`config.mk`:
```
export PLATFORM = sky130hd
export DESIGN_NAME = cubic_bezier_stroke_plotter
export DESIGN_NICKNAME = d
export VERILOG_FILES = /design/src/hw/rtl/cbsp_pkg.sv /design/src/hw/rtl/cubic_bezier_stroke_plotter.sv /design/src/hw/rtl/cbsp_front.sv /design/src/hw/rtl/cbsp_div.sv /design/src/hw/rtl/cbsp_back.sv
export SDC_FILE = /design/constraint.sdc
export NUM_CORES = 2
export LEC_CHECK = 0
export BUFFER_PORTS_ARGS = -buffer_cell sky130_fd_sc_hd__buf_2
export CAP_MARGIN = 10
export CORE_UTILIZATION = 50
export DETAILED_ROUTE_END_ITERATION = 7
export GPL_TIMING_DRIVEN = 0
export PLACE_DENSITY = 0.63
export SLEW_MARGIN = 15
export SYNTH_ARGS = -nofsm -noshare
export SYNTH_HDL_FRONTEND = slang
export SYNTH_SLANG_ARGS = --single-unit
```
`constraint.sdc`:
```
create_clock -name clk_i -period 19 [get_ports clk_i]
set_clock_uncertainty 0.1 [all_clocks]
set_input_delay 3.8 -clock clk_i [delete_from_list [all_inputs] [get_ports clk_i]]
set_output_delay 3.8 -clock clk_i [all_outputs]
set_load 0.02 [all_outputs]
```
`src/hw/rtl/cbsp_pkg.sv`:
```
// shared types, constants and codes of the cubic bezier stroke plotter
`default_nettype none

package cbsp_pkg;

  localparam int FULL_DIVISIONS_DEF = 400;
  localparam int MAX_DIM_DEF        = 1024;

  localparam int DIM_W  = 11;
  localparam int FRAC_W = 16;
  localparam int PT_W   = 20;
  localparam int IDX_W  = 9;
  localparam int PIX_W  = 12;

  localparam int DIV_N_W = 52;
  localparam int DIV_D_W = 36;
  localparam int DIV_Q_W = 22;

  localparam logic [FRAC_W-1:0] QUARTER_LIMIT    = 16'd39322;
  localparam logic [FRAC_W-1:0] HALF_LIMIT       = 16'd58983;
  localparam logic [FRAC_W-1:0] HALF_OPTION      = 16'd32768;
  localparam logic [FRAC_W-1:0] THIRD_OPTION     = 16'd21824;
  localparam logic [FRAC_W-1:0] TWO_THIRD_OPTION = 16'd43647;

  localparam logic [1:0] MODE_BLACK = 2'd0;
  localparam logic [1:0] MODE_BW    = 2'd1;
  localparam logic [1:0] MODE_BR    = 2'd2;
  localparam logic [1:0] MODE_BRW   = 2'd3;

  typedef enum logic [1:0] {
    COLOR_BLACK = 2'd0,
    COLOR_WHITE = 2'd1,
    COLOR_RED   = 2'd2
  } color_e;

  typedef enum logic [1:0] {
    REG_WIDTH  = 2'd0,
    REG_HEIGHT = 2'd1,
    REG_MODE   = 2'd2,
    REG_TIP    = 2'd3
  } reg_e;

  typedef enum logic [1:0] {
    LEN_QUARTER = 2'd0,
    LEN_HALF    = 2'd1,
    LEN_FULL    = 2'd2
  } len_e;

  typedef struct packed {
    logic              action;
    logic [FRAC_W-1:0] length_fraction;
    logic [FRAC_W-1:0] end1_fraction;
    logic [FRAC_W-1:0] end2_fraction;
    logic [FRAC_W-1:0] ctrl1_fraction;
    logic [FRAC_W-1:0] ctrl2_fraction;
    logic [FRAC_W-1:0] color_fraction;
  } in_item_t;

  typedef struct packed {
    logic signed [PIX_W-1:0] pixel_x;
    logic signed [PIX_W-1:0] pixel_y;
    logic [1:0]              color_code;
    logic                    write_enable;
    logic                    last_in_run;
    logic                    stroke_done;
  } out_item_t;

  typedef struct packed {
    logic [DIM_W-1:0] width;
    logic [DIM_W-1:0] height;
    logic [1:0]       color_mode;
    logic             single_pixel_tip;
  } cfg_t;

  // classified request handed from front to back
  typedef struct packed {
    logic                   is_step;
    len_e                   len;
    color_e                 color;
    logic [3:0][FRAC_W-1:0] frac;
  } cmd_t;

  typedef struct packed {
    logic               start;
    logic [DIV_N_W-1:0] dividend;
    logic [DIV_D_W-1:0] divisor;
  } div_req_t;

  typedef struct packed {
    logic               done;
    logic [DIV_Q_W-1:0] quot;
    logic [DIV_D_W-1:0] rem;
  } div_rsp_t;

endpackage

`default_nettype wire

```
`src/hw/rtl/cubic_bezier_stroke_plotter.sv`:
```
// top level of the cubic bezier stroke plotter: configuration registers and the two halves
`default_nettype none

// usage
// - in channel (valid/ready): each request either loads a stroke (action 0) or steps it
//   to the next curve point (action 1); a two-entry queue sits in front of the engine
// - out channel (valid/ready): a step gives one pixel, or nine for the 3x3 pencil tip
//   (dx outer, dy inner), the last one flagged by last_in_run
// - configuration: plain write port, register index 0 width, 1 height, 2 color mode,
//   3 single pixel tip; write only while the block is idle
// - a load passes through acceptance, the multiplier, a square root, four divisions that
//   split pixel indices into x and y, and a final step that places the points
// - a step passes through acceptance, the shared multiplier for the Bezier weights and
//   sums, then two divisions by N^3*256, and then emits its pixels
// - the serial divider (one quotient bit a cycle) takes up most of a load and of a step
// - one request is worked on at a time; new requests queue while the engine runs
// - reset: control and configuration registers take their reset values, stroke idle, no output pending
// - when the receiver stalls the finished pixel waits in the output register and
//   the engine holds
module cubic_bezier_stroke_plotter import cbsp_pkg::*; #(
  parameter int FULL_DIVISIONS = FULL_DIVISIONS_DEF,
  parameter int MAX_DIM        = MAX_DIM_DEF
) (
  input  wire logic             clk_i,
  input  wire logic             rst_ni,
  input  wire logic             cfg_we_i,
  input  wire logic [1:0]       cfg_index_i,
  input  wire logic [DIM_W-1:0] cfg_wdata_i,
  input  wire logic             in_valid_i,
  output logic                  in_ready_o,
  input  wire in_item_t         in_req_i,
  output logic                  out_valid_o,
  input  wire logic             out_ready_i,
  output out_item_t             out_rsp_o
);

  cfg_t cfg_q;
  logic cmd_valid, cmd_ready;
  cmd_t cmd;

  // configuration registers
  always_ff @(posedge clk_i or negedge rst_ni) begin
    if (!rst_ni) begin
      cfg_q.width            <= DIM_W'(256);
      cfg_q.height           <= DIM_W'(256);
      cfg_q.color_mode       <= MODE_BLACK;
      cfg_q.single_pixel_tip <= 1'b0;
    end else if (cfg_we_i) begin
      unique case (cfg_index_i)
        REG_WIDTH: cfg_q.width <= cfg_wdata_i;
        REG_HEIGHT: cfg_q.height <= cfg_wdata_i;
        REG_MODE: cfg_q.color_mode <= cfg_wdata_i[1:0];
        REG_TIP: cfg_q.single_pixel_tip <= cfg_wdata_i[0];
      endcase
    end
  end

  // front: classify requests and queue them
  cbsp_front u_front (
    .clk_i      (clk_i),
    .rst_ni     (rst_ni),
    .cfg_i      (cfg_q),
    .in_valid_i (in_valid_i),
    .in_ready_o (in_ready_o),
    .in_req_i   (in_req_i),
    .cmd_valid_o(cmd_valid),
    .cmd_ready_i(cmd_ready),
    .cmd_o      (cmd)
  );

  // back: map points, evaluate the curve, emit pixels
  cbsp_back #(
    .FULL_DIVISIONS(FULL_DIVISIONS),
    .MAX_DIM       (MAX_DIM)
  ) u_back (
    .clk_i      (clk_i),
    .rst_ni     (rst_ni),
    .cfg_i      (cfg_q),
    .cmd_valid_i(cmd_valid),
    .cmd_ready_o(cmd_ready),
    .cmd_i      (cmd),
    .out_valid_o(out_valid_o),
    .out_ready_i(out_ready_i),
    .out_rsp_o  (out_rsp_o)
  );

endmodule

`default_nettype wire

```
`src/hw/rtl/cbsp_front.sv`:
```
// request intake: classification of load and step requests and a two-entry queue
`default_nettype none

module cbsp_front import cbsp_pkg::*; (
  input  wire logic     clk_i,
  input  wire logic     rst_ni,
  input  wire cfg_t     cfg_i,
  input  wire logic     in_valid_i,
  output logic          in_ready_o,
  input  wire in_item_t in_req_i,
  output logic          cmd_valid_o,
  input  wire logic     cmd_ready_i,
  output cmd_t          cmd_o
);

  cmd_t       cls;
  cmd_t       q_mem [2];
  logic       wr_ptr_q, rd_ptr_q;
  logic [1:0] cnt_q;
  logic       push, pop;

  always_comb begin
    cls.is_step = in_req_i.action;
    if (in_req_i.length_fraction < QUARTER_LIMIT) begin
      cls.len = LEN_QUARTER;
    end else if (in_req_i.length_fraction < HALF_LIMIT) begin
      cls.len = LEN_HALF;
    end else begin
      cls.len = LEN_FULL;
    end
    unique case (cfg_i.color_mode)
      MODE_BLACK: cls.color = COLOR_BLACK;
      MODE_BW: cls.color = (in_req_i.color_fraction < HALF_OPTION) ? COLOR_BLACK : COLOR_WHITE;
      MODE_BR: cls.color = (in_req_i.color_fraction < HALF_OPTION) ? COLOR_BLACK : COLOR_RED;
      MODE_BRW: begin
        if (in_req_i.color_fraction < THIRD_OPTION) begin
          cls.color = COLOR_BLACK;
        end else if (in_req_i.color_fraction < TWO_THIRD_OPTION) begin
          cls.color = COLOR_RED;
        end else begin
          cls.color = COLOR_WHITE;
        end
      end
    endcase
    cls.frac[0] = in_req_i.end1_fraction;
    cls.frac[1] = in_req_i.end2_fraction;
    cls.frac[2] = in_req_i.ctrl1_fraction;
    cls.frac[3] = in_req_i.ctrl2_fraction;
  end

  assign in_ready_o  = (cnt_q != 2'd2);
  assign cmd_valid_o = (cnt_q != 2'd0);
  assign cmd_o       = q_mem[rd_ptr_q];
  assign push        = in_valid_i & in_ready_o;
  assign pop         = cmd_valid_o & cmd_ready_i;

  always_ff @(posedge clk_i) begin
    if (push) begin
      q_mem[wr_ptr_q] <= cls;
    end
  end

  always_ff @(posedge clk_i or negedge rst_ni) begin
    if (!rst_ni) begin
      wr_ptr_q <= 1'b0;
      rd_ptr_q <= 1'b0;
      cnt_q    <= 2'd0;
    end else begin
      if (push) wr_ptr_q <= ~wr_ptr_q;
      if (pop) rd_ptr_q <= ~rd_ptr_q;
      if (push && !pop) begin
        cnt_q <= cnt_q + 2'd1;
      end else if (pop && !push) begin
        cnt_q <= cnt_q - 2'd1;
      end
    end
  end

endmodule

`default_nettype wire

```
`src/hw/rtl/cbsp_div.sv`:
```
// bit-serial restoring divider, one quotient bit per cycle
`default_nettype none

module cbsp_div import cbsp_pkg::*; (
  input  wire logic     clk_i,
  input  wire logic     rst_ni,
  input  wire div_req_t req_i,
  output div_rsp_t      rsp_o
);

  localparam int SH_W  = DIV_D_W + DIV_Q_W - 1;
  localparam int CNT_W = $clog2(DIV_Q_W);

  logic               run_q, done_q;
  logic [CNT_W-1:0]   cnt_q;
  logic [DIV_N_W-1:0] rem_q;
  logic [SH_W-1:0]    dsh_q;
  logic [DIV_Q_W-1:0] quot_q;
  logic               fits;

  assign fits = ({{(SH_W - DIV_N_W){1'b0}}, rem_q} >= dsh_q);

  always_ff @(posedge clk_i) begin
    if (req_i.start) begin
      rem_q  <= req_i.dividend;
      dsh_q  <= {req_i.divisor, {(DIV_Q_W - 1){1'b0}}};
      quot_q <= '0;
    end else if (run_q) begin
      if (fits) rem_q <= rem_q - dsh_q[DIV_N_W-1:0];
      quot_q <= {quot_q[DIV_Q_W-2:0], fits};
      dsh_q  <= dsh_q >> 1;
    end
  end

  always_ff @(posedge clk_i or negedge rst_ni) begin
    if (!rst_ni) begin
      run_q  <= 1'b0;
      done_q <= 1'b0;
      cnt_q  <= '0;
    end else begin
      done_q <= 1'b0;
      if (req_i.start) begin
        run_q <= 1'b1;
        cnt_q <= CNT_W'(DIV_Q_W - 1);
      end else if (run_q) begin
        if (cnt_q == '0) begin
          run_q  <= 1'b0;
          done_q <= 1'b1;
        end else begin
          cnt_q <= cnt_q - 1'b1;
        end
      end
    end
  end

  assign rsp_o.done = done_q;
  assign rsp_o.quot = quot_q;
  assign rsp_o.rem  = rem_q[DIV_D_W-1:0];

endmodule

`default_nettype wire

```
`src/hw/rtl/cbsp_back.sv`:
```
// stroke engine: point mapping, curve evaluation and pixel emission
`default_nettype none

module cbsp_back import cbsp_pkg::*; #(
  parameter int FULL_DIVISIONS = FULL_DIVISIONS_DEF,
  parameter int MAX_DIM        = MAX_DIM_DEF
) (
  input  wire logic clk_i,
  input  wire logic rst_ni,
  input  wire cfg_t cfg_i,
  input  wire logic cmd_valid_i,
  output logic      cmd_ready_o,
  input  wire cmd_t cmd_i,
  output logic      out_valid_o,
  input  wire logic out_ready_i,
  output out_item_t out_rsp_o
);

  localparam logic [DIM_W-1:0] MAX_DIM_V = DIM_W'(MAX_DIM);
  localparam logic [IDX_W-1:0] N_QUARTER = IDX_W'(FULL_DIVISIONS / 4);
  localparam logic [IDX_W-1:0] N_HALF    = IDX_W'(FULL_DIVISIONS / 2);
  localparam logic [IDX_W-1:0] N_FULL    = IDX_W'(FULL_DIVISIONS);

  typedef enum logic [7:0] {
    ST_IDLE = 8'b0000_0001,
    ST_LMUL = 8'b0000_0010,
    ST_SQRT = 8'b0000_0100,
    ST_LDIV = 8'b0000_1000,
    ST_LFIN = 8'b0001_0000,
    ST_SMUL = 8'b0010_0000,
    ST_SDIV = 8'b0100_0000,
    ST_EMIT = 8'b1000_0000
  } state_e;

  state_e state_q;
  cmd_t   cmd_q;
  logic [4:0] cnt_q;
  logic [1:0] k_q;
  logic       busy_q;

  // stroke state
  logic signed [PT_W-1:0] pt_x_q [4];
  logic signed [PT_W-1:0] pt_y_q [4];
  logic [IDX_W-1:0] idx_q, ndiv_q;
  color_e color_q;
  logic   active_q;

  // load scratch
  logic [21:0] size_q, sq2_q;
  logic [21:0] pidx_q [4];
  logic [DIM_W-1:0] root_q;
  logic signed [12:0] pix_x_q [4];
  logic signed [12:0] pix_y_q [4];

  // step scratch
  logic [17:0] aa_q, bb_q, ab_q, nn_q;
  logic [27:0] w0_q, w1_q, w2_q, w3_q;
  logic [26:0] n3_q;
  logic signed [49:0] numx_q, numy_q;
  logic signed [12:0] fx_q, fy_q;
  logic rx_q, ry_q, step_done_q, single_q, idle_emit_q;
  logic signed [1:0] dx_q, dy_q;

  logic      out_valid_q;
  out_item_t out_q;

  // shared multiplier
  logic signed [28:0] mul_a;
  logic signed [20:0] mul_b;
  logic signed [49:0] prod_q;

  div_req_t div_req;
  div_rsp_t div_rsp;

  logic [DIM_W-1:0] w_eff, h_eff, dvsr, off;
  logic [IDX_W-1:0] n_v, b_v, a_v;
  logic full;
  logic [21:0] ssize;
  logic [1:0]  fsel;
  logic [DIM_W-1:0] tbit;
  logic [21:0] tsq;
  logic [49:0] absnum;
  logic        negnum;
  logic [12:0] q13;
  logic        rnz;
  logic signed [12:0] fval;
  logic signed [12:0] lx, ly;
  logic signed [12:0] d_x [4];
  logic signed [12:0] d_y [4];
  logic signed [20:0] sum_x [4];
  logic signed [20:0] sum_y [4];
  logic signed [1:0] hi, lo;
  logic signed [13:0] vx, vy, pxv, pyv;
  logic we, last, emit_go;

  cbsp_div u_div (
    .clk_i (clk_i),
    .rst_ni(rst_ni),
    .req_i (div_req),
    .rsp_o (div_rsp)
  );

  function automatic logic [DIM_W-1:0] eff_dim(input logic [DIM_W-1:0] v);
    if (v == '0) return DIM_W'(1);
    if (v > MAX_DIM_V) return MAX_DIM_V;
    return v;
  endfunction

  always_comb begin
    w_eff = eff_dim(cfg_i.width);
    h_eff = eff_dim(cfg_i.height);
    full  = (cmd_q.len == LEN_FULL);
    off   = (root_q - w_eff) >> 1;
    dvsr  = full ? root_q : w_eff;
    ssize = full ? {size_q[20:0], 1'b0} : size_q;
    fsel  = cnt_q[1:0] - 2'd2;
    tbit  = root_q | (DIM_W'(1) << cnt_q[3:0]);
    tsq   = tbit * tbit;
    n_v   = (ndiv_q == '0) ? IDX_W'(1) : ndiv_q;
    b_v   = (idx_q > n_v) ? n_v : idx_q;
    a_v   = n_v - b_v;
  end

  always_comb begin
    mul_a = '0;
    mul_b = '0;
    if (state_q == ST_LMUL) begin
      unique case (cnt_q)
        5'd0: begin mul_a = {18'd0, w_eff}; mul_b = {10'd0, h_eff}; end
        5'd1: begin mul_a = {18'd0, w_eff}; mul_b = {10'd0, w_eff}; end
        5'd2, 5'd3, 5'd4, 5'd5: begin
          mul_a = {7'd0, ssize};
          mul_b = {5'd0, cmd_q.frac[fsel]};
        end
        default: begin mul_a = '0; mul_b = '0; end
      endcase
    end else if (state_q == ST_SMUL) begin
      unique case (cnt_q)
        5'd0: begin mul_a = {20'd0, a_v}; mul_b = {12'd0, a_v}; end
        5'd1: begin mul_a = {20'd0, b_v}; mul_b = {12'd0, b_v}; end
        5'd2: begin mul_a = {20'd0, a_v}; mul_b = {12'd0, b_v}; end
        5'd3: begin mul_a = {20'd0, n_v}; mul_b = {12'd0, n_v}; end
        5'd4: begin mul_a = {11'd0, aa_q}; mul_b = {12'd0, a_v}; end
        5'd5: begin mul_a = {11'd0, bb_q}; mul_b = {12'd0, b_v}; end
        5'd6: begin mul_a = {11'd0, ab_q}; mul_b = {12'd0, a_v}; end
        5'd7: begin mul_a = {11'd0, ab_q}; mul_b = {12'd0, b_v}; end
        5'd8: begin mul_a = {11'd0, nn_q}; mul_b = {12'd0, n_v}; end
        5'd9: begin mul_a = {1'b0, w0_q}; mul_b = {pt_x_q[0][PT_W-1], pt_x_q[0]}; end
        5'd10: begin mul_a = {1'b0, w1_q}; mul_b = {pt_x_q[2][PT_W-1], pt_x_q[2]}; end
        5'd11: begin mul_a = {1'b0, w2_q}; mul_b = {pt_x_q[3][PT_W-1], pt_x_q[3]}; end
        5'd12: begin mul_a = {1'b0, w3_q}; mul_b = {pt_x_q[1][PT_W-1], pt_x_q[1]}; end
        5'd13: begin mul_a = {1'b0, w0_q}; mul_b = {pt_y_q[0][PT_W-1], pt_y_q[0]}; end
        5'd14: begin mul_a = {1'b0, w1_q}; mul_b = {pt_y_q[2][PT_W-1], pt_y_q[2]}; end
        5'd15: begin mul_a = {1'b0, w2_q}; mul_b = {pt_y_q[3][PT_W-1], pt_y_q[3]}; end
        5'd16: begin mul_a = {1'b0, w3_q}; mul_b = {pt_y_q[1][PT_W-1], pt_y_q[1]}; end
        default: begin mul_a = '0; mul_b = '0; end
      endcase
    end
  end

  always_ff @(posedge clk_i) begin
    prod_q <= mul_a * mul_b;
  end

  // divider requests and result shaping
  always_comb begin
    negnum = (k_q == 2'd0) ? numx_q[49] : numy_q[49];
    absnum = (k_q == 2'd0) ? (numx_q[49] ? 50'(-numx_q) : numx_q)
                           : (numy_q[49] ? 50'(-numy_q) : numy_q);
    div_req.start = ((state_q == ST_LDIV) || (state_q == ST_SDIV)) && !busy_q;
    if (state_q == ST_LDIV) begin
      div_req.dividend = {30'd0, pidx_q[k_q]};
      div_req.divisor  = {25'd0, dvsr};
    end else begin
      div_req.dividend = {2'd0, absnum};
      div_req.divisor  = {1'b0, n3_q, 8'd0};
    end
    q13  = {1'b0, div_rsp.quot[11:0]};
    rnz  = |div_rsp.rem;
    fval = negnum ? (13'sd0 - $signed(q13) - $signed({12'd0, rnz})) : $signed(q13);
    if (full) begin
      lx = $signed({2'b0, div_rsp.rem[10:0]}) - $signed({2'b0, off});
      ly = $signed(q13) - $signed({2'b0, off});
    end else begin
      lx = $signed({2'b0, div_rsp.rem[10:0]});
      ly = $signed(q13);
    end
  end

  // final point placement: shrink toward the first end point, or scale up
  always_comb begin
    for (int i = 0; i < 4; i++) begin
      d_x[i] = pix_x_q[i] - pix_x_q[0];
      d_y[i] = pix_y_q[i] - pix_y_q[0];
      if (full) begin
        sum_x[i] = {pix_x_q[i], 8'd0};
        sum_y[i] = {pix_y_q[i], 8'd0};
      end else if (cmd_q.len == LEN_QUARTER) begin
        sum_x[i] = {pix_x_q[0], 8'd0} + {{2{d_x[i][12]}}, d_x[i], 6'd0};
        sum_y[i] = {pix_y_q[0], 8'd0} + {{2{d_y[i][12]}}, d_y[i], 6'd0};
      end else begin
        sum_x[i] = {pix_x_q[0], 8'd0} + {d_x[i][12], d_x[i], 7'd0};
        sum_y[i] = {pix_y_q[0], 8'd0} + {d_y[i][12], d_y[i], 7'd0};
      end
    end
  end

  // pencil tip pixel
  always_comb begin
    hi   = single_q ? 2'sd0 : 2'sd1;
    lo   = single_q ? 2'sd0 : -2'sd1;
    vx   = {fx_q[12], fx_q} + {{12{dx_q[1]}}, dx_q};
    vy   = {fy_q[12], fy_q} + {{12{dy_q[1]}}, dy_q};
    pxv  = vx + {13'd0, vx[13] & rx_q};
    pyv  = vy + {13'd0, vy[13] & ry_q};
    we   = !idle_emit_q && !vx[13] && !vy[13] &&
           (pxv < $signed({3'd0, w_eff})) && (pyv < $signed({3'd0, h_eff}));
    last = (dx_q == hi) && (dy_q == hi);
    emit_go = (state_q == ST_EMIT) && (!out_valid_q || out_ready_i);
  end

  assign cmd_ready_o = (state_q == ST_IDLE);
  assign out_valid_o = out_valid_q;
  assign out_rsp_o   = out_q;

  always_ff @(posedge clk_i) begin
    if (cmd_valid_i && cmd_ready_o) cmd_q <= cmd_i;
    if (state_q == ST_LMUL) begin
      unique case (cnt_q)
        5'd1: size_q <= prod_q[21:0];
        5'd2: sq2_q  <= {prod_q[20:0], 1'b0};
        5'd3, 5'd4, 5'd5, 5'd6: pidx_q[cnt_q[1:0] - 2'd3] <= prod_q[37:16];
        default: ;
      endcase
    end
    if (state_q == ST_SQRT && tsq <= sq2_q) root_q <= tbit;
    if (state_q == ST_LMUL) root_q <= '0;
    if (state_q == ST_LDIV && div_rsp.done) begin
      pix_x_q[k_q] <= lx;
      pix_y_q[k_q] <= ly;
    end
    if (state_q == ST_SMUL) begin
      unique case (cnt_q)
        5'd1: aa_q <= prod_q[17:0];
        5'd2: bb_q <= prod_q[17:0];
        5'd3: ab_q <= prod_q[17:0];
        5'd4: nn_q <= prod_q[17:0];
        5'd5: w0_q <= prod_q[27:0];
        5'd6: w3_q <= prod_q[27:0];
        5'd7: w1_q <= prod_q[27:0] + {prod_q[26:0], 1'b0};
        5'd8: w2_q <= prod_q[27:0] + {prod_q[26:0], 1'b0};
        5'd9: n3_q <= prod_q[26:0];
        5'd10, 5'd11, 5'd12, 5'd13: numx_q <= numx_q + prod_q;
        5'd14, 5'd15, 5'd16, 5'd17: numy_q <= numy_q + prod_q;
        default: ;
      endcase
    end
    if (state_q == ST_IDLE) begin
      numx_q <= '0;
      numy_q <= '0;
      fx_q   <= '0;
      fy_q   <= '0;
      rx_q   <= 1'b0;
      ry_q   <= 1'b0;
    end
    if (state_q == ST_SDIV && div_rsp.done) begin
      if (k_q == 2'd0) begin
        fx_q <= fval;
        rx_q <= rnz;
      end else begin
        fy_q <= fval;
        ry_q <= rnz;
      end
    end
    if (emit_go) begin
      out_q.pixel_x      <= pxv[PIX_W-1:0];
      out_q.pixel_y      <= pyv[PIX_W-1:0];
      out_q.color_code   <= color_q;
      out_q.write_enable <= we;
      out_q.last_in_run  <= last;
      out_q.stroke_done  <= step_done_q;
    end
  end

  always_ff @(posedge clk_i or negedge rst_ni) begin
    if (!rst_ni) begin
      state_q     <= ST_IDLE;
      cnt_q       <= '0;
      k_q         <= '0;
      busy_q      <= 1'b0;
      idx_q       <= '0;
      ndiv_q      <= '0;
      color_q     <= COLOR_BLACK;
      active_q    <= 1'b0;
      step_done_q <= 1'b0;
      single_q    <= 1'b0;
      idle_emit_q <= 1'b0;
      dx_q        <= '0;
      dy_q        <= '0;
      out_valid_q <= 1'b0;
      for (int i = 0; i < 4; i++) begin
        pt_x_q[i] <= '0;
        pt_y_q[i] <= '0;
      end
    end else begin
      if (div_req.start) busy_q <= 1'b1;
      if (div_rsp.done) busy_q <= 1'b0;
      if (emit_go) begin
        out_valid_q <= 1'b1;
      end else if (out_ready_i) begin
        out_valid_q <= 1'b0;
      end
      unique case (state_q)
        ST_IDLE: begin
          cnt_q <= '0;
          k_q   <= '0;
          if (cmd_valid_i) begin
            if (!cmd_i.is_step) begin
              state_q <= ST_LMUL;
            end else if (active_q) begin
              state_q     <= ST_SMUL;
              idle_emit_q <= 1'b0;
              single_q    <= cfg_i.single_pixel_tip;
              step_done_q <= (idx_q >= n_v);
            end else begin
              state_q     <= ST_EMIT;
              idle_emit_q <= 1'b1;
              single_q    <= 1'b1;
              step_done_q <= 1'b1;
              dx_q        <= '0;
              dy_q        <= '0;
            end
          end
        end
        ST_LMUL: begin
          if (cnt_q == 5'd6) begin
            state_q <= ST_SQRT;
            cnt_q   <= 5'd10;
          end else begin
            cnt_q <= cnt_q + 5'd1;
          end
        end
        ST_SQRT: begin
          if (cnt_q == '0) begin
            state_q <= ST_LDIV;
            k_q     <= '0;
          end else begin
            cnt_q <= cnt_q - 5'd1;
          end
        end
        ST_LDIV: begin
          if (div_rsp.done) begin
            k_q <= k_q + 2'd1;
            if (k_q == 2'd3) state_q <= ST_LFIN;
          end
        end
        ST_LFIN: begin
          for (int i = 0; i < 4; i++) begin
            pt_x_q[i] <= sum_x[i][PT_W-1:0];
            pt_y_q[i] <= sum_y[i][PT_W-1:0];
          end
          unique case (cmd_q.len)
            LEN_QUARTER: ndiv_q <= N_QUARTER;
            LEN_HALF: ndiv_q <= N_HALF;
            default: ndiv_q <= N_FULL;
          endcase
          color_q  <= cmd_q.color;
          idx_q    <= '0;
          active_q <= 1'b1;
          state_q  <= ST_IDLE;
        end
        ST_SMUL: begin
          if (cnt_q == 5'd17) begin
            state_q <= ST_SDIV;
            k_q     <= '0;
          end else begin
            cnt_q <= cnt_q + 5'd1;
          end
        end
        ST_SDIV: begin
          if (div_rsp.done) begin
            if (k_q == 2'd0) begin
              k_q <= 2'd1;
            end else begin
              state_q <= ST_EMIT;
              dx_q    <= lo;
              dy_q    <= lo;
            end
          end
        end
        ST_EMIT: begin
          if (emit_go) begin
            if (last) begin
              state_q <= ST_IDLE;
              if (!idle_emit_q) begin
                if (step_done_q) begin
                  active_q <= 1'b0;
                end else begin
                  idx_q <= idx_q + IDX_W'(1);
                end
              end
            end else if (dy_q == hi) begin
              dy_q <= lo;
              dx_q <= dx_q + 2'sd1;
            end else begin
              dy_q <= dy_q + 2'sd1;
            end
          end
        end
        default: state_q <= ST_IDLE;
      endcase
    end
  end

endmodule

`default_nettype wire

```
Yosys cells after proc, flatten, opt, wreduce, memory -nomap -nowiden
Memory sizes are Yosys's and may differ from the RTL's.
Index checks and enable logic that the tools add are counted.
{"block": "word_totals", "latchBits": 0, "inputBits": 115, "wordCells": 437, "romBits": 0, "mem_bits_rw": 330, "mem_count": 4, "ff_bits": 902}
{"block": "op_classes", "reduce_logical": 83, "div_mod_pow": 0, "bitwise_logic": 7, "magnitude_cmp": 14, "multipliers": 2, "mux": 150, "n_addsub": 51, "n_eq_ne": 58, "shifts": 1}
{"name": "u_front.q_mem", "words": 2, "word_bits": 69, "read_ports": 1, "rd_ports_with_merged_regs": 0, "write_ports": 1, "line": "cbsp_front.sv:17", "text": "cmd_t q_mem [2];"}
{"name": "u_back.pidx_q", "words": 4, "word_bits": 22, "read_ports": 1, "rd_ports_with_merged_regs": 0, "write_ports": 1, "line": "cbsp_back.sv:50", "text": "logic [21:0] pidx_q [4];"}
{"name": "u_back.pix_x_q", "words": 4, "word_bits": 13, "read_ports": 4, "rd_ports_with_merged_regs": 0, "write_ports": 1, "line": "cbsp_back.sv:52", "text": "logic signed [12:0] pix_x_q [4];"}
{"name": "u_back.pix_y_q", "words": 4, "word_bits": 13, "read_ports": 4, "rd_ports_with_merged_regs": 0, "write_ports": 1, "line": "cbsp_back.sv:53", "text": "logic signed [12:0] pix_y_q [4];"}
{"op": "$add 20x20->20", "n": 16}
{"op": "$mux 20", "n": 16}
{"op": "$pmux 28 s11", "n": 1}
{"op": "$pmux 21 s11", "n": 1}
{"op": "$mux 52", "n": 3}
{"op": "$mux 50", "n": 3}
{"op": "$mux 13", "n": 9}
{"op": "$mux 57", "n": 2}
{"op": "$sub 13x13->13", "n": 8}
{"op": "$add 50x50->50", "n": 2}
{"op": "$neg 50->50", "n": 2}
{"op": "$mux 11", "n": 9}
{"op": "$mux 8", "n": 12}
{"op": "$mux 86", "n": 1}
{"op": "$lt 16x16->1 const B", "n": 4}
{"op": "$mux 29", "n": 2}
{"op": "$ge 52x57->1", "n": 1}
{"op": "$pmux 8 s7", "n": 1}
{"op": "$mux 9", "n": 6}
{"op": "$sub 52x52->52", "n": 1}
{"op": "$mul 29x21->50", "n": 1}
{"op": "$mux 2", "n": 24}
{"op": "$pmux 16 s3", "n": 1}
{"op": "$pmux 22 s2", "n": 1}
{"op": "80 further kinds", "n": 239}

Logic depth before layout (Yosys ltp)
{"block": "logic_depth", "depth_word": 9, "ltp_mapped": 51, "depth_no_buf": 49}

By module
From an unflattened synthesis, not the netlist that was laid out.
{"block": "unflattened", "hier_cells": 9427, "hier_area_um2": 90946.0}
{"mod": "cbsp_back", "instances": 1, "area_per_inst_um2": 75404.8, "seq_area_each_um2": 23699.0, "cells_per_inst": 8056}
{"mod": "cbsp_div", "instances": 1, "area_per_inst_um2": 9160.0, "seq_area_each_um2": 3678.5, "cells_per_inst": 1047}
{"mod": "cbsp_front", "instances": 1, "area_per_inst_um2": 5382.7, "seq_area_each_um2": 4244.1, "cells_per_inst": 268}
{"mod": "cubic_bezier_stroke_plotter", "instances": 1, "area_per_inst_um2": 998.5, "seq_area_each_um2": 628.1, "cells_per_inst": 56}

Least setup slack after synthesis
OpenSTA, ideal clock, no wires.
{"block": "synth_timing", "path_type": "reg2reg", "start": "register u_back.ndiv_q[4]", "end": "register u_back.prod_q[45]", "required_ns": 18.828, "stages_incl_launch_ff": 46, "t_arrival_ns": 11.234, "synth_period_minus_slack_ns": 11.406, "slack_ns": 7.594, "cell_sequence": "dfrtp_1 > clkbuf_1 > inv_1 > nand4_1 > nor2_1 > ha_1 > nor2b_1 > o221ai_1 > a221oi_1 > nor2_1 > o21ai_0 > ha_1 > inv_1 > ha_1 > a21o_1 > a21oi_1 > o21bai_1 > a21oi_1 > (+10 left out) > fa_1 > inv_1 > fa_1 > fa_1 > fa_1 > inv_1 > fa_1 > inv_1 > ha_1 > a2111oi_0 > a21oi_1 > a2111o_1 > a221oi_1 > o21bai_1 > a311o_1 > a211o_1 > a31oi_1 > xnor2_1"}
{"block": "synth_between", "elab_chain_cells": 9, "elab_cells_between_ends": 12, "cone_classes": "add/sub (1); mul (1); order compare (1); mux (8); reduce/logical (1)"}
{"element": "start, declared", "line": "cbsp_back.sv:44", "text": "logic [IDX_W-1:0] idx_q, ndiv_q;"}
{"element": "start signal, assigned", "line": "cbsp_back.sv:292", "text": "ndiv_q <= '0;"}
{"element": "start signal, assigned", "line": "cbsp_back.sv:363", "text": "LEN_QUARTER: ndiv_q <= N_QUARTER;"}
{"element": "start signal, assigned", "line": "cbsp_back.sv:364", "text": "LEN_HALF: ndiv_q <= N_HALF;"}
{"element": "$logic_not 9->1", "line": "cbsp_back.sv:119", "text": "n_v = (ndiv_q == '0) ? IDX_W'(1) : ndiv_q;"}
{"element": "$mux 9 *", "line": "cbsp_back.sv:119"}
{"element": "$gt 9x9->1", "line": "cbsp_back.sv:120", "text": "b_v = (idx_q > n_v) ? n_v : idx_q;"}
{"element": "$mux 9", "line": "cbsp_back.sv:120"}
{"element": "$sub 9x9->9", "line": "cbsp_back.sv:121", "text": "a_v = n_v - b_v;"}
{"element": "$pmux 28 s11 / $pmux 21 s11 (equally long branches)", "line": "cbsp_back.sv:138", "text": "unique case (cnt_q)"}
{"element": "$mux 29 / $mux 21 (equally long branches)", "line": "cbsp_back.sv:137", "text": "end else if (state_q == ST_SMUL) begin"}
{"element": "$mux 29 / $mux 21 (equally long branches)", "line": "cbsp_back.sv:127", "text": "if (state_q == ST_LMUL) begin"}
{"element": "$mul 29x21->50 *", "line": "cbsp_back.sv:162", "text": "prod_q <= mul_a * mul_b;"}
{"element": "end signal, assigned", "line": "cbsp_back.sv:162"}
{"element": "end, declared", "line": "cbsp_back.sv:70", "text": "logic signed [49:0] prod_q;"}
Mark *: on every way between the ends. The rest lies on a longest branch, timed or not.
A chain may end at the register's enable or synchronous reset.

Final worst setup path
Ends and elaborated chain as after synthesis.

==> results summary <==
The run finished with clean final reports. The number of pins exceeding their max-slew limit in the final report is 0. The vertical die dimension is around 430 um. Clock-pin slew was measured on the worst setup and hold paths at roughly 0.07 ns. The relative max-transition margin is 0.110. For this design the ratio of total power to cell area is about 90 mW/mm^2. The final HPWL from detailed placement is approximately 250,000 um.

The width of the die came out at around 430 um. The final net count is about 11,000. The cell leakage power is 0.0429 uW. The count of nets left with antenna violations after detail routing came out at 0. The worst setup path is launched from a flip-flop. The number of synthesized register bits is between 1,000 and 1,500. Synthesis instantiated 89 different standard cells from the library. The number of global-route vias before repair is around 72,000. The effective utilization at floorplan came out at 0.503. Static timing analysis puts the maximum clock frequency at 63.4 MHz. Clock latency on the worst-skew pair, taken at its later pin, is roughly 0.84 ns. At the end of the flow the core is filled with cells to 0.554. The share of layout cells above drive strength 1 came out at 0.0672. The number of violations of the max-capacitance limit came out at 0. The die area is roughly 0.18 mm^2. The count of input and output buffers came out at ~150.

Dividing the final minimum period by the clock period gives 0.830. The number of antenna violations at the first check in global routing came to 21. The worst setup path is of the reg2reg kind. The final number of hold-violating endpoints is 0. The largest net degree at the start of global routing is 84. The final critical path time including I/O delays and setup came out at approximately 16 ns. The standard-cell row count came out at approximately 160. The core region is about 0.18 mm^2. CTS placed an instance of sky130_fd_sc_hd__clkbuf_16 at the clock tree root. After detailed routing, the average wire length per cell comes to ~26 um.

The total number of vias came out at between 70,000 and 80,000. The post-CTS repair timing setup buffer count is 0. The stage delay of the slowest cell on the critical path is 0.97 ns. The kind of cell adding the most delay to the critical path is compound AO/OA/AOI/OAI gates. The worst hold path belongs to the class reg2reg. The gate count after technology mapping came out at about 9,200.

For this run, the register share of the synthesized area comes to 0.357. The total number of yosys warnings is 0. The maximum net fanout on the critical path is 10.

The total congestion overflow after global routing came out at 0. The number of DRC violations after detailed-routing iteration 0 is between 7,000 and 8,000. The number of buffers on the longest clock path is 3. Data on the critical path is required at its endpoint by 19.64 ns. Setup repair after global routing left no endpoint under its margin. Pin placement for this block handled approximately 150 I/O pins. The number of hold buffers added after CTS came out at 0. The post-route DRC violation count came out at 0. The post-synthesis cell area is 0.0896 mm^2. The endpoint arrival time on the critical path is between 15 and 20 ns. The number of nets produced by synthesis came out at about 11,000. After detailed routing, the total wire length is between 300,000 and 400,000 um. In the synthesized netlist the async set-or-reset flop fraction comes to 0.158. The most used flip-flop cell after synthesis is sky130_fd_sc_hd__edfxtp_1. The worst-margin pin slew is 1.33 ns. The per-cell via count in the routed design came out at around 6.0. TritonCTS built the clock tree. The count of flip-flops with a built-in enable after synthesis is between 700 and 800.

The number of endpoints failing setup at the final stage came out at 0. The critical path buffer and inverter count came out at 8. Setup slack on the critical path of the routed design comes to 3.23 ns. The worst slack after detailed placement came out at roughly 3.7 ns. The congestion estimate from routability-driven global placement came to 1.02. The total negative setup slack is 0 ns. The most frequent cell on the critical path is sky130_fd_sc_hd__fa_1. The first global-routing pass estimated 460,000 um of wire. Once the clock tree was built, the resizer swapped 0 gates to a different size. The all-layer global routing usage is 0.343.

The H-tree generated during clock tree synthesis spans 4 levels. The category of the worst setup path capture point is a flip-flop. The largest individual stage delay along the critical path comes from the cell sky130_fd_sc_hd__a221oi_1. The synthesized area per cell came out at about 9.7 um^2.

The number of clock sinks seen by CTS came out at approximately 1,200. The relative area change from synthesis to final layout came out at 10.2%. The first-pass detailed-route iteration total is 6. The peak supply drop came out at about 100 uV. Fill cells in the final layout number roughly 16,000. The number of buffers created by CTS is roughly 130.
==> metrics by stage <==
stage | total power, uW | hold WS [ns] | std cells | cell area (um^2)
finish | 8640 | 0.362 | 12030 | 98800
global route | 8920 | 0.370 | 12027 | 98800
CTS | 8610 | 0.367 | 12027 | 98800
detailed placement | 5950 | 0.344 | 11784 | 94300
global placement | 5890 | 0.335 | 11728 | 93300
floorplan | 4800 | 0.322 | 9228 | 89600
==> power breakdown <==
group / switching, uW / internal [uW]
Clock: 1170 / 1490
Combinational: 1900 / 854
Sequential: 174 / 3050
Total: 3250 / 5390
==> cell usage in the layout (no fill, tap or decap), types with 35 or more instances in the layout <==
cell and count:
sky130_fd_sc_hd__and3_1 47, sky130_fd_sc_hd__dfxtp_1 218, sky130_fd_sc_hd__o21ai_0 548, sky130_fd_sc_hd__o31ai_1 57, sky130_fd_sc_hd__nor3_1 96, sky130_fd_sc_hd__a221oi_1 41
sky130_fd_sc_hd__o21bai_1 80, sky130_fd_sc_hd__xor2_1 178, sky130_fd_sc_hd__and2_1 84, sky130_fd_sc_hd__nor2_1 608, sky130_fd_sc_hd__fa_1 576, sky130_fd_sc_hd__a211oi_1 76
sky130_fd_sc_hd__a21boi_0 35, sky130_fd_sc_hd__xnor2_1 348, sky130_fd_sc_hd__nand3_1 153, sky130_fd_sc_hd__buf_2 147, sky130_fd_sc_hd__a21oi_1 547, sky130_fd_sc_hd__nand2b_1 91
sky130_fd_sc_hd__mux2i_1 96, sky130_fd_sc_hd__a22oi_1 38, sky130_fd_sc_hd__clkbuf_16 134, sky130_fd_sc_hd__o22ai_1 47, sky130_fd_sc_hd__edfxtp_1 764, sky130_fd_sc_hd__dfrtp_1 182
sky130_fd_sc_hd__nor2b_1 86, sky130_fd_sc_hd__a21o_1 187, sky130_fd_sc_hd__ha_1 703, sky130_fd_sc_hd__mux2_2 100, sky130_fd_sc_hd__or3_1 51, sky130_fd_sc_hd__clkbuf_1 395
sky130_fd_sc_hd__a222oi_1 52, sky130_fd_sc_hd__inv_1 1033, sky130_fd_sc_hd__nand4_1 50, sky130_fd_sc_hd__mux4_2 37, sky130_fd_sc_hd__nand2_1 1106, sky130_fd_sc_hd__o21a_1 66
==> logic make-up (layout without fill, tap and decap cells) <==
kind of cell / after synthesis / count (layout) / share of synthesized area
adders and majority gates: 1279 / 1279 / 0.227
other: 0 / 3 / 0
and+or+nand+nor: 2538 / 2538 / 0.128
AOI/OAI and AO/OA: 2050 / 2050 / 0.145
DFF: 1171 / 1171 / 0.357
xor gates and xnor gates: 526 / 526 / 0.0514
buffers and inverters: 1431 / 1875 / 0.0599
muxes: 233 / 233 / 0.0326
==> flip-flops by register name, summed over array words and instances (netlist names), 29 cells and up <==
register            flops
u_back.pix_y_q         52
u_back.numy_q          50
u_back.pidx_q          88
u_back.pt_x_q          54
u_back.u_div.dsh_q     56
u_back.prod_q          50
u_back.pix_x_q         48
u_back.u_div.rem_q     52
u_front.q_mem         138
u_back.numx_q          50
u_back.out_rsp_o       29
u_back.pt_y_q          54
u_back.cmd_q           68
==> synth_stat cells (all sizes together), types with 54 or more instances <==
library cell / count / area (um^2)
nor3: 107 / 536
fa: 576 / 11500
inv: 1034 / 3880
ha: 703 / 8800
nor2b: 86 / 538
o21ai: 565 / 2830
nor2: 613 / 2300
o21a: 66 / 495
dfxtp: 222 / 4440
and2: 86 / 538
xor2: 178 / 1560
xnor2: 348 / 3050
clkbuf: 366 / 1370
nand2: 1107 / 4160
o21bai: 81 / 608
or3: 54 / 353
a211oi: 76 / 571
dfrtp: 182 / 4550
nand2b: 92 / 583
a21o: 187 / 1400
mux2: 100 / 1130
mux2i: 96 / 961
edfxtp: 764 / 22900
o31ai: 61 / 482
a21oi: 553 / 2770
nand3: 153 / 766
==> area by class of cell <==
class / instances / area (um^2) / share of cell area
multi-input combinational: 6626 / 52500 / 0.531
sequential: 1171 / 32000 / 0.324
inverter: 1037 / 3890 / 0.0394
clock buffer: 180 / 3660 / 0.0370
tap: 2355 / 2950 / 0.0298
buffer: 394 / 1490 / 0.0151
timing repair buffer: 201 / 1470 / 0.0148
clock inverter: 63 / 845 / 0.00855
antenna: 3 / 7.51 / 0.0000760
==> metal layers <==
layer | wire, um | GRT usage | part of all wire | vias up
met2 | 144000 | 0.553 | 0.46 | 3079
met1 | 126000 | 0.446 | 0.40 | 35941
met3 | 25400 | 0.0640 | 0.081 | 659
met4 | 17000 | 0.165 | 0.054 | 8
met5 | 54 | 0 | 0.00017 | -
li1 | - | - | - | 32646
==> worst paths after layout <==
path / start / cells past startpoint / endpoint / slack [ns]
setup / recovery: u_back.ndiv_q[4] / 47 / u_back.prod_q[45] / 3.23
hold / removal: u_back.color_q[0] / 0 / u_back.out_rsp_o[3] / 0.36
setup reg to reg: u_back.ndiv_q[4] / 47 / u_back.prod_q[45] / 3.23
hold reg to reg: u_back.color_q[0] / 0 / u_back.out_rsp_o[3] / 0.36
max in group asynchronous: rst_ni / 3 / u_back.pt_x_q[71] / 14.81
min in group asynchronous: rst_ni / 1 / cfg_q[0] / 2.73
Power figures use the tool's default switching activity.
